## src/hdl/q2e_pkg.sv

```systemverilog
// ----------------------------------------------------------------------------
// q2e_pkg: shared types and constants
// Transaction payload types, default sizes and the CORDIC arctangent table.
// ----------------------------------------------------------------------------
package q2e_pkg;

    localparam int COMPONENT_WIDTH_DEF = 16;
    localparam int CORDIC_STAGES_DEF   = 16;
    localparam int QUAT_W  = COMPONENT_WIDTH_DEF;
    localparam int ANGLE_W = 16;
    localparam int TIME_W  = 48;
    localparam int GUARD   = 16;
    localparam int ACC_W   = 34;

    typedef struct packed {
        logic signed [QUAT_W-1:0] quat_x;
        logic signed [QUAT_W-1:0] quat_y;
        logic signed [QUAT_W-1:0] quat_z;
        logic signed [QUAT_W-1:0] quat_w;
        logic        [TIME_W-1:0] sample_time;
    } t_quat_in;

    typedef struct packed {
        logic signed [ANGLE_W-1:0] roll_angle;
        logic signed [ANGLE_W-1:0] pitch_angle;
        logic signed [ANGLE_W-1:0] yaw_angle;
        logic        [TIME_W-1:0]  result_time;
    } t_euler_out;

    // atan(2^-i) in units where 2^31 = pi
    function automatic logic [31:0] atan_val(input int i);
        logic [31:0] r;
        case (i)
            0:  r = 32'h20000000;  1: r = 32'h12E4051E;  2: r = 32'h09FB385B;
            3:  r = 32'h051111D4;  4: r = 32'h028B0D43;  5: r = 32'h0145D7E1;
            6:  r = 32'h00A2F61E;  7: r = 32'h00517C55;  8: r = 32'h0028BE53;
            9:  r = 32'h00145F2F; 10: r = 32'h000A2F98; 11: r = 32'h000517CC;
            12: r = 32'h00028BE6; 13: r = 32'h000145F3; 14: r = 32'h0000A2FA;
            15: r = 32'h0000517D; 16: r = 32'h000028BE; 17: r = 32'h0000145F;
            18: r = 32'h00000A30; 19: r = 32'h00000518; 20: r = 32'h0000028C;
            21: r = 32'h00000146; 22: r = 32'h000000A3; 23: r = 32'h00000051;
            24: r = 32'h00000029; 25: r = 32'h00000014; 26: r = 32'h0000000A;
            27: r = 32'h00000005; 28: r = 32'h00000003; 29: r = 32'h00000001;
            default: r = 32'h0;
        endcase
        return r;
    endfunction

endpackage

```

## src/hdl/q2e_isqrt.sv

```systemverilog
// ----------------------------------------------------------------------------
// q2e_isqrt: pipelined floor integer square root
// One result bit per stage, side payload carried alongside.
// ----------------------------------------------------------------------------
module q2e_isqrt #(
    parameter int FRAC   = 14,
    parameter int SIDE_W = 8
) (
    input  logic              i_clk,
    input  logic              i_rst_n,
    input  logic              i_valid,
    input  logic [2*FRAC:0]   i_v,
    input  logic [SIDE_W-1:0] i_side,
    output logic              o_valid,
    output logic [FRAC:0]     o_root,
    output logic [SIDE_W-1:0] o_side
);
    import q2e_pkg::*;

    localparam int N  = FRAC + 1;
    localparam int VW = 2*FRAC + 1;
    localparam int RW = VW + 1;

    logic [VW-1:0]     w_v  [0:N];
    logic [RW-1:0]     w_r  [0:N];
    logic [SIDE_W-1:0] w_sd [0:N];
    logic              w_vl [0:N];

    assign w_v[0]  = i_v;
    assign w_r[0]  = '0;
    assign w_sd[0] = i_side;
    assign w_vl[0] = i_valid;

    for (genvar k = 0; k < N; k++) begin : g_step
        localparam logic [RW-1:0] BIT = RW'(1) << (2*(FRAC-k));
        logic [RW-1:0] w_t;
        logic [VW-1:0] r_v, n_v;
        logic [RW-1:0] r_r, n_r;
        logic [SIDE_W-1:0] r_sd;
        logic r_vl;
        always_comb begin
            w_t = w_r[k] + BIT;
            if ({1'b0, w_v[k]} >= w_t) begin
                n_v = VW'({1'b0, w_v[k]} - w_t);
                n_r = (w_r[k] >> 1) + BIT;
            end else begin
                n_v = w_v[k];
                n_r = w_r[k] >> 1;
            end
        end
        always_ff @(posedge i_clk) begin
            if (!i_rst_n) begin
                r_vl <= 1'b0;
            end else begin
                r_vl <= w_vl[k];
            end
            r_v  <= n_v;
            r_r  <= n_r;
            r_sd <= w_sd[k];
        end
        assign w_v[k+1]  = r_v;
        assign w_r[k+1]  = r_r;
        assign w_sd[k+1] = r_sd;
        assign w_vl[k+1] = r_vl;
    end

    assign o_valid = w_vl[N];
    assign o_root  = w_r[N][FRAC:0];
    assign o_side  = w_sd[N];

endmodule

```

## config.mk

```make
export PLATFORM = sky130hd
export DESIGN_NAME = q2e_isqrt
export DESIGN_NICKNAME = d
export VERILOG_FILES = /design/src/hdl/q2e_pkg.sv /design/src/hdl/q2e_isqrt.sv
export SDC_FILE = /design/constraint.sdc
export NUM_CORES = 1
export LEC_CHECK = 0
export ABC_AREA = 1
export CORE_ASPECT_RATIO = 0.75
export CORE_MARGIN = 2
export CORE_UTILIZATION = 45
export DETAILED_ROUTE_END_ITERATION = 8
export DONT_BUFFER_PORTS = 1
export SETUP_SLACK_MARGIN = 0.15
export SKIP_LAST_GASP = 1
export SLEW_MARGIN = 20
export SYNTH_ARGS = -nofsm -noshare
export SYNTH_HDL_FRONTEND = slang
export SYNTH_SLANG_ARGS = --single-unit
export TNS_END_PERCENT = 1
```

## constraint.sdc

```tcl
create_clock -name i_clk -period 3.8 [get_ports i_clk]
set_input_delay 0.38 -clock i_clk [delete_from_list [all_inputs] [get_ports i_clk]]
set_output_delay 0.38 -clock i_clk [all_outputs]
set_load 0.005 [all_outputs]
```

==> metrics.yaml <==
fin_nets: 3605
tightestPinTransition_ns: 0.666
synth_ff_type: "dfxtp_1"
register_area_um2: 13200
ctsHoldBuffers: 40
dieHeight_um: 213
cts.clk_slew.worst_paths_ns: 0.06
core-area_um2: 57400
r2r_slack_ns: 1.18
async_flop_share_pct: 0
power_frac_seq_pct: 39.0
grt_overflow_total: 0
fillers: 5686
leakage_nw: 14.9
crit_cells: 13
syn_to_final_growth_pct: 12.5
grt_max_degree: 28
cts_sinks: 661
cts_tree: "yes"
wl_per_cell_um: 14.5
synth_warnings: 0
cpMaxStageDelayCell: "dfxtp_1"
port_buffers: 0
dp_cells: 4110
finalPower_w: 0.0249
die_w_um: 282
synthCells: 3352
clockBufferDepth: 3
synth_edf_count: 0
vias: 19800
viasPerCell: 4.66
slew_viol_final: 0
ir_worst_vdd_uv: 386
slowest_delay_ns: 0.46
relSlewSlack_pct: 55.2
switchingPower_w: 0.00962
multi_input_area_um2: 10700
syn-num-nets: 3524
switching_share_pct: 38.7
cp-startpoint: "g_step[11].r_r[17]$_DFF_P_"
hp-class: "in -> reg"
power.internal_w: 0.0152
path_buf_inv: 3
clock_latency_ns: 0.63
layout-drive-gt1-share_pct: 4.60
drt_pass1_iterations: 5
synth-seq-cells: 661
crit_path_cell_trace: "inv_1 > ha_1 > nand2_1 > inv_1 > nand2_1 > nor2_1 > nand2_1 > nor2_1 > nor2_1 > nand2_2 > inv_4 > nand2_1 > nand2_1"
crit_family: "simple AND/OR/NAND/NOR gates"
synth_top_cell_by_area: "dfxtp_1"
yosysTopAreaCellShare_pct: 50.6
synthDistinctLibCells: 50
reg2reg_depth: 13
cts_resized: 0
crit_required_ns: 4.30
rsz0062_at_grt: "false"
clkPwrFrac_pct: 25.4
io_pins: 64
status: "completed"
hold_violations: 0
die-area_um2: 60100
syn_area_um2: 26100
cts_setup_buffers: 0
start_kind: "flip-flop"
grt_pass1_vias: 18900
drtIter0Drc: 1485
root_buffer: "clkbuf_16"
num_rows: 76
power_density_nw_per_um2: 845
grt_usage_pct: 21.0
clock.fmax_mhz: 381
wirelength_um: 61800
antenna_found_initial: 0
numCtsBuffers: 61
end_kind: "flip-flop"
p_comb_share_pct: 35.6
design_area_um2: 29400
cp.arrival_ns: 3.13
final_cells: 4262
postPlaceCellArea_um2: 26900
ys_seq_area_share_pct: 50.6
gp_congestion: 0.924
critical_path_class: "reg -> reg"
rr_endpoint: "g_step[12].r_v[7]$_DFF_P_"
finalSetupTns_ns: 0
finalCritPeriodShare_pct: 69.1
postRouteAntennaNets: 0
path_common_cell: "nand2_1"
setup-violations-final: 0
floorplan.initialDensity_pct: 45.5
min_period_ns: 2.62
place_hpwl_um: 47900
maxCapViolations: 0
critPathCapture: "g_step[12].r_v[7]$_DFF_P_"
critPathMaxFanout: 21
grt_pass1_wl_um: 99700
synth_area_per_cell_um2: 7.80
htree_levels: 2
post-route-drc-count: 0
fin_skew_ns: 0.0226
ys_top_cells_by_area: "dfxtp_1 (51%), nand2_1 (15%), inv_1 (7.5%)"
r2r-start: "g_step[11].r_r[17]$_DFF_P_"
## per-layer routing
layer	routed length [µm]	vias to the layer above	global-route usage [%]
li1	-	10500	-
met1	33000	8828	32.4
met2	24600	415	30.7
met3	3190	71	2.78
met4	1100	0	5.04
met5	0	-	0
## Yosys cell counts (all sizes together) (2+ instances only)
library cell / number
a21boi: 5
a21o: 4
a21oi: 110
a31oi: 2
and2: 5
and3: 2
buf: 20
clkbuf: 2
dfxtp: 661
ha: 131
inv: 529
nand2: 1059
nand3: 199
nand3b: 22
nand4: 49
nor2: 331
nor2b: 2
nor3: 32
nor3b: 3
nor4: 16
o21ai: 77
or2: 4
xnor2: 27
xor2: 54
## cells by family (layout without fill, tap and decap cells)
group	after synthesis	after routing	synth area share (%)
flops	661	661	50.6
other cells	1	2	0.0143
compound gates	202	202	4.29
simple gates	1724	1724	27.6
fa+ha+maj	132	132	6.35
xor+xnor	81	81	2.77
buf+inv	551	680	8.38
## worst min-delay path by stage
stage / startpoint / end / slack (ns) / cells past startpoint
after floorplan: g_step[9].r_sd[0]$_DFF_P_ / g_step[10].r_sd[0]$_DFF_P_ / 0.31 / 0
after global placement: g_step[4].r_sd[7]$_DFF_P_ / g_step[5].r_sd[7]$_DFF_P_ / 0.31 / 0
after detailed placement: g_step[9].r_sd[3]$_DFF_P_ / g_step[10].r_sd[3]$_DFF_P_ / 0.31 / 0
after CTS: i_v[25] / g_step[0].r_v[25]$_DFF_P_ / 0.26 / 1
after global routing: i_v[26] / g_step[0].r_v[26]$_DFF_P_ / 0.28 / 1
final: i_v[1] / g_step[0].r_v[1]$_DFF_P_ / 0.30 / 1
## layout by cell type, fill, tap and decap left out, drive strengths merged, types with 22 or more instances in the layout
master / n
nand4: 49
xnor2: 27
nand2: 1059
dlygate4sd3: 40
xor2: 54
o21ai: 77
dfxtp: 661
a21oi: 110
nor2: 331
ha: 131
nor3: 32
inv: 532
clkbuf: 87
nand3b: 22
nand3: 199
## cell type report
class                           count  share of cell area [%]
Sequential cell                   661                    45.0
Multi-Input combinational cell   2140                    36.4
Inverter                          529                    6.77
Clock buffer                       87                    5.93
Tap cell                          780                    3.32
Timing Repair Buffer               40                    1.36
Clock inverter                     24                    1.19
Antenna cell                        1                 0.00851
## power by group through the flow
| stage | registers [W] | logic [W] | clock network [W] |
|---|---|---|---|
| floorplan | 0.00921 | 0.00690 | 0 |
| global placement | 0.00985 | 0.00866 | 0 |
| detailed placement | 0.00983 | 0.00868 | 0 |
| CTS | 0.00970 | 0.00877 | 0.00647 |
| global route | 0.00984 | 0.0102 | 0.00674 |
| finish | 0.00969 | 0.00886 | 0.00630 |
## stage by stage
step,hold slack (ns),utilization [%],worst slack (ns)
2_1_floorplan,0.310,-,2.08
3_3_place_gp,0.310,46.9,1.23
3_5_place_dp,0.312,46.9,1.24
4_1_cts,0.259,51.2,1.22
5_1_grt,0.275,51.2,1.03
6_report,0.304,51.2,1.18
## sequential cells by signal (all words and copies together), names as in the netlist
signal / flops
g_step.r_r: 120
o_side: 8
g_step.r_v: 406
o_valid: 1
g_step.r_sd: 112
g_step.r_vl: 14
Note: power is estimated with default switching activity, not from simulation.
