### src/hdl/q2e_pkg.sv
// ----------------------------------------------------------------------------
// q2e_pkg: shared types and constants
// Transaction payload types, default sizes and the CORDIC arctangent table.
// ----------------------------------------------------------------------------
package q2e_pkg;

    localparam int COMPONENT_WIDTH_DEF = 16;
    localparam int CORDIC_STAGES_DEF   = 16;
    localparam int QUAT_W  = COMPONENT_WIDTH_DEF;
    localparam int ANGLE_W = 16;
    localparam int TIME_W  = 48;
    localparam int GUARD   = 16;
    localparam int ACC_W   = 34;

    typedef struct packed {
        logic signed [QUAT_W-1:0] quat_x;
        logic signed [QUAT_W-1:0] quat_y;
        logic signed [QUAT_W-1:0] quat_z;
        logic signed [QUAT_W-1:0] quat_w;
        logic        [TIME_W-1:0] sample_time;
    } t_quat_in;

    typedef struct packed {
        logic signed [ANGLE_W-1:0] roll_angle;
        logic signed [ANGLE_W-1:0] pitch_angle;
        logic signed [ANGLE_W-1:0] yaw_angle;
        logic        [TIME_W-1:0]  result_time;
    } t_euler_out;

    // atan(2^-i) in units where 2^31 = pi
    function automatic logic [31:0] atan_val(input int i);
        logic [31:0] r;
        case (i)
            0:  r = 32'h20000000;  1: r = 32'h12E4051E;  2: r = 32'h09FB385B;
            3:  r = 32'h051111D4;  4: r = 32'h028B0D43;  5: r = 32'h0145D7E1;
            6:  r = 32'h00A2F61E;  7: r = 32'h00517C55;  8: r = 32'h0028BE53;
            9:  r = 32'h00145F2F; 10: r = 32'h000A2F98; 11: r = 32'h000517CC;
            12: r = 32'h00028BE6; 13: r = 32'h000145F3; 14: r = 32'h0000A2FA;
            15: r = 32'h0000517D; 16: r = 32'h000028BE; 17: r = 32'h0000145F;
            18: r = 32'h00000A30; 19: r = 32'h00000518; 20: r = 32'h0000028C;
            21: r = 32'h00000146; 22: r = 32'h000000A3; 23: r = 32'h00000051;
            24: r = 32'h00000029; 25: r = 32'h00000014; 26: r = 32'h0000000A;
            27: r = 32'h00000005; 28: r = 32'h00000003; 29: r = 32'h00000001;
            default: r = 32'h0;
        endcase
        return r;
    endfunction

endpackage

### src/hdl/q2e_cordic.sv
// ----------------------------------------------------------------------------
// q2e_cordic: pipelined vectoring CORDIC atan2
// Quadrant fold, one micro-rotation per stage, rounding to a binary angle.
// ----------------------------------------------------------------------------
module q2e_cordic #(
    parameter int TW = 20,
    parameter int NS = 16
) (
    input  logic               i_clk,
    input  logic               i_rst_n,
    input  logic               i_valid,
    input  logic signed [TW-1:0] i_y,
    input  logic signed [TW-1:0] i_x,
    output logic               o_valid,
    output logic [15:0]        o_angle
);
    import q2e_pkg::*;

    localparam int XW = TW + GUARD + 3;
    localparam logic signed [ACC_W-1:0] PI = ACC_W'(1) << 31;

    logic signed [XW-1:0]    w_x  [0:NS];
    logic signed [XW-1:0]    w_y  [0:NS];
    logic signed [ACC_W-1:0] w_a  [0:NS];
    logic                    w_sp [0:NS];
    logic [15:0]             w_sa [0:NS];
    logic                    w_vl [0:NS];

    logic signed [XW-1:0] r_x0, r_y0, n_x0, n_y0;
    logic signed [ACC_W-1:0] r_a0, n_a0;
    logic r_sp0, r_vl0;
    logic [15:0] r_sa0, n_sa0;

    always_comb begin
        n_x0 = XW'(i_x) <<< GUARD;
        n_y0 = XW'(i_y) <<< GUARD;
        n_a0 = '0;
        if (i_x < 0) begin
            n_a0 = (i_y >= 0) ? PI : -PI;
            n_x0 = -n_x0;
            n_y0 = -n_y0;
        end
        if (i_y == 0) n_sa0 = 16'h0000;
        else if (i_y > 0) n_sa0 = 16'h4000;
        else n_sa0 = 16'hC000;
    end

    always_ff @(posedge i_clk) begin
        if (!i_rst_n) begin
            r_vl0 <= 1'b0;
        end else begin
            r_vl0 <= i_valid;
        end
        r_x0  <= n_x0;
        r_y0  <= n_y0;
        r_a0  <= n_a0;
        r_sp0 <= (i_x == 0);
        r_sa0 <= n_sa0;
    end

    assign w_x[0]  = r_x0;
    assign w_y[0]  = r_y0;
    assign w_a[0]  = r_a0;
    assign w_sp[0] = r_sp0;
    assign w_sa[0] = r_sa0;
    assign w_vl[0] = r_vl0;

    for (genvar i = 0; i < NS; i++) begin : g_rot
        localparam logic signed [ACC_W-1:0] ATN = ACC_W'(atan_val(i));
        logic signed [XW-1:0] r_x, r_y;
        logic signed [ACC_W-1:0] r_a;
        logic r_sp, r_vl;
        logic [15:0] r_sa;
        always_ff @(posedge i_clk) begin
            if (!i_rst_n) begin
                r_vl <= 1'b0;
            end else begin
                r_vl <= w_vl[i];
            end
            if (w_y[i] >= 0) begin
                r_x <= w_x[i] + (w_y[i] >>> i);
                r_y <= w_y[i] - (w_x[i] >>> i);
                r_a <= w_a[i] + ATN;
            end else begin
                r_x <= w_x[i] - (w_y[i] >>> i);
                r_y <= w_y[i] + (w_x[i] >>> i);
                r_a <= w_a[i] - ATN;
            end
            r_sp <= w_sp[i];
            r_sa <= w_sa[i];
        end
        assign w_x[i+1]  = r_x;
        assign w_y[i+1]  = r_y;
        assign w_a[i+1]  = r_a;
        assign w_sp[i+1] = r_sp;
        assign w_sa[i+1] = r_sa;
        assign w_vl[i+1] = r_vl;
    end

    logic signed [ACC_W-1:0] w_rnd;
    logic r_vl;
    logic [15:0] r_ang;

    assign w_rnd = (w_a[NS] + ACC_W'(32768)) >>> 16;

    always_ff @(posedge i_clk) begin
        if (!i_rst_n) begin
            r_vl <= 1'b0;
        end else begin
            r_vl <= w_vl[NS];
        end
        r_ang <= w_sp[NS] ? w_sa[NS] : w_rnd[15:0];
    end

    assign o_valid = r_vl;
    assign o_angle = r_ang;

endmodule

### config.mk
export PLATFORM = sky130hd
export DESIGN_NAME = q2e_cordic
export DESIGN_NICKNAME = d
export VERILOG_FILES = /design/src/hdl/q2e_pkg.sv /design/src/hdl/q2e_cordic.sv
export SDC_FILE = /design/constraint.sdc
export NUM_CORES = 2
export LEC_CHECK = 0
export BUFFER_PORTS_ARGS = -buffer_cell sky130_fd_sc_hd__buf_2
export CAP_MARGIN = 15
export CORE_MARGIN = 5
export CORE_UTILIZATION = 30
export CTS_BUF_LIST = sky130_fd_sc_hd__clkbuf_16
export DETAILED_ROUTE_END_ITERATION = 16
export PLACE_DENSITY = 0.56
export SLEW_MARGIN = 20
export SYNTH_ARGS = -nofsm -noshare
export SYNTH_HDL_FRONTEND = slang
export SYNTH_SLANG_ARGS = --single-unit
### constraint.sdc
create_clock -name i_clk -period 5 [get_ports i_clk]
set_clock_uncertainty 0.05 [all_clocks]
set_input_delay 0.75 -clock i_clk [delete_from_list [all_inputs] [get_ports i_clk]]
set_output_delay 0.75 -clock i_clk [all_outputs]
set_load 0.03 [all_outputs]
==> metrics.csv <==
metric;value;unit
vias;88900;
min cycle time layout;4.91;ns
slowest stage delay, CP;0.44;ns
Synth area leader;dfxtp_1;
DR iter-0 viols;4458;
crit path max fanout;4;
Area after DPL;118000;sq um
Mean Syn Cell Area;8.64;sq um
mean routed wirelength per cell;15.1;um
Slew Limit Fails;0;
Fin. Hold Viols;0;
drt drc;0;
Critical Path AT;5.61;ns
Routed Wire Length;274000;um
CP Class;reg -> reg;
Max Clock Freq;204;MHz
synth top area cells;dfxtp_1 28%, ha_1 16%, xnor2_1 10%;
later-pin clock latency in the skew report;0.84;ns
Cell Chain, Critical Path;nor4_4, nand2b_1, or3_4, or4_4, or3_4, or3_4, o21ai_2, xor2_1, ha_1, a21o_1, a21o_1, a21oi_2, nor2_2, or4_4, a31oi_4, o31ai_4, a211o_1, a21oi_2, xnor2_1;
final worst-path cycle share;98.2;%
GR Overflow Total;0;
P&R area growth vs syn;16.5;%
clock-pin slew on the worst setup and hold paths;0.06;ns
Die W;608;um
RSZ-0062 raised after global routing;yes;
fin nets;14700;
EDFF count, synth;0;
Clock Root Buffer;clkbuf_16;
Routed Antenna Nets;0;
Max Cap Violations;0;
endpoints failing setup;0;
initial antenna violation count;4;
total I/O pin count;60;
CORE AREA;356000;sq um
Die Footprint;370000;sq um
critical path's most frequent cell;or3_4;
share of the synthesized area in the top cell type;28.1;%
cell with the largest stage delay on the worst path;or4_4;
DP HPWL;225000;um
Synth async-reset ratio;0;%
Synth Instances;12400;
most common cell after layout, fill and taps aside;dfxtp_1;
GPL Wtd Cong;0.893;
die height;608;um
clk sink count;1508;
Initial Utilization;30.1;%
first-pass GRT wire length;444000;um
share of post-route cells with drive strength above 1;9.70;%
row count;219;
max_slew headroom;37.8;%
largest net degree at the start of global routing;61;
TritonCTS buffer count;179;
class of the worst hold path;in -> reg;
post-route design area;125000;sq um
Total Routing Usage GR;14.2;%
CTS tree;done;
PortBufs;59;
library cells used by synthesis;96;
Main synth FF type;dfxtp_1;
router iterations before antenna repair;5;
Slew @ Worst Pin;0.922;ns
number of global-route vias before repair;86300;
data required time of the worst path;5.70;ns
critical path capture point type;flop;
outcome;complete, no violations;
Clock Path Buffers;4;
hold depth;2;
Synth Register Bits;1508;
routed vias/inst;4.91;
H-tree levels;4;
sequential area share after synthesis;28.1;%
YS warnings;0;
critical path startpoint category;flop;
Synth Cell Area;107000;sq um
commonest non-fill, non-tap cells in the layout;1492 x dfxtp_1, 1394 x ha_1, 1246 x xnor2_1, 1047 x a21oi_1, 853 x nor2_1;
cells on worst reg2reg path;19;
[synthesized netlist by cell type, types with 36 or more instances]
cell type,count
nor2_1,862
a31oi_1,96
nand4_1,91
a21boi_0,45
xnor2_1,1246
o21ai_0,795
inv_1,496
nor4_1,72
nor3_1,239
and2_1,67
nand2b_1,218
o21bai_1,160
or3_1,170
ha_1,1396
buf_1,36
xor2_1,648
a211oi_1,89
o211ai_1,45
a41oi_1,37
o21a_1,194
nand2_1,700
a21oi_1,1066
and3_1,98
or2_2,69
nand3_1,244
o41ai_1,127
nor2b_1,150
o31ai_1,235
a21o_1,505
or4_1,115
dfxtp_1,1508
clkbuf_1,132
[metal layers]
metal / part of all wire [%] / vias to the layer above / track usage, %
li1: - / 46500 / -
met1: 44 / 40700 / 17.4
met2: 49 / 1151 / 25.9
met3: 2.7 / 447 / 1.41
met4: 3.5 / 0 / 4.72
met5: 0 / - / 0
[kinds of logic (layout without fill, tap and decap cells)]
| group | count (synthesis) | after routing | share of synthesized area, % |
|---|---|---|---|
| AOI/OAI and AO/OA | 3704 | 3704 | 22.2 |
| and+or+nand+nor | 3176 | 3176 | 14.6 |
| xor gates and xnor gates | 1894 | 1894 | 15.5 |
| DFF | 1508 | 1508 | 28.1 |
| adders and majority gates | 1430 | 1430 | 16.9 |
| buffers and inverters | 673 | 1532 | 2.36 |
| muxes | 31 | 31 | 0.296 |
| other | 1 | 83 | 0.00350 |
[final cells by class]
cell class | count | area [sq um]
flip-flops and latches | 1508 | 30200
well taps | 4751 | 5940
clock inverters | 131 | 917
fillers | 36700 | 231000
diodes | 2 | 5.00
inverters | 499 | 1870
clock buffers | 182 | 4550
multi-input cells | 10300 | 76100
repair buffers | 720 | 5310
[registers in the layout, summed over array words and instances, names as in the netlist, 2 cells and up]
| register | cells |
|---|---|
| g_rot.r_a | 425 |
| g_rot.r_sa | 32 |
| g_rot.r_sp | 16 |
| g_rot.r_vl | 16 |
| g_rot.r_x | 465 |
| g_rot.r_y | 486 |
| o_angle | 16 |
| r_sa0 | 2 |
| r_x0 | 23 |
| r_y0 | 23 |
[path summary, 6_finish.rpt]
path                      from           endpoint  slack [ns]
max          g_rot[12].r_x[16]  g_rot[13].r_y[35]        0.09
max reg2reg  g_rot[12].r_x[16]  g_rot[13].r_y[35]        0.09
min reg2reg          r_sa0[14]  g_rot[0].r_sa[14]        0.27
min                    i_x[18]           r_x0[34]        0.08
[repair_timing]
action                                  in CTS  in global routing
endpoints found under the setup margin      19                133
pin swaps                                    3                 72
resized for setup                           22                247
hold buffers                                 9                  0
endpoints found under the hold margin        9                  0
setup buffers                                1                 21
gates cloned                                 0                  0
[metrics by stage]
step	hold slack (ns)	setup TNS (ns)	util, %	setup WS (ns)	instances
6_report	0.0781	0	35.1	0.0881	18100
5_1_grt	0.0351	-1.03	35.1	-0.210	18100
4_1_cts	0.00148	-0.0530	34.7	-0.0530	18100
3_5_place_dp	0.262	-0.802	33.1	-0.133	17800
3_3_place_gp	0.262	-0.734	33.1	-0.158	17800
2_1_floorplan	0.260	0	-	0.00426	12500
[critical path, delay by kind of cell (launching register included)]
family / cells / cell delay (ns)
AO/OA/AOI/OAI: 8 / 1.42
XOR/XNOR: 2 / 0.30
adder cells (fa/ha/maj): 1 / 0.26
flip-flops: 1 / 0.33
AND/OR/NAND/NOR: 8 / 2.46
Power is not shown: default switching activity piles up to over one toggle a cycle in this logic, so the estimate is an artifact.
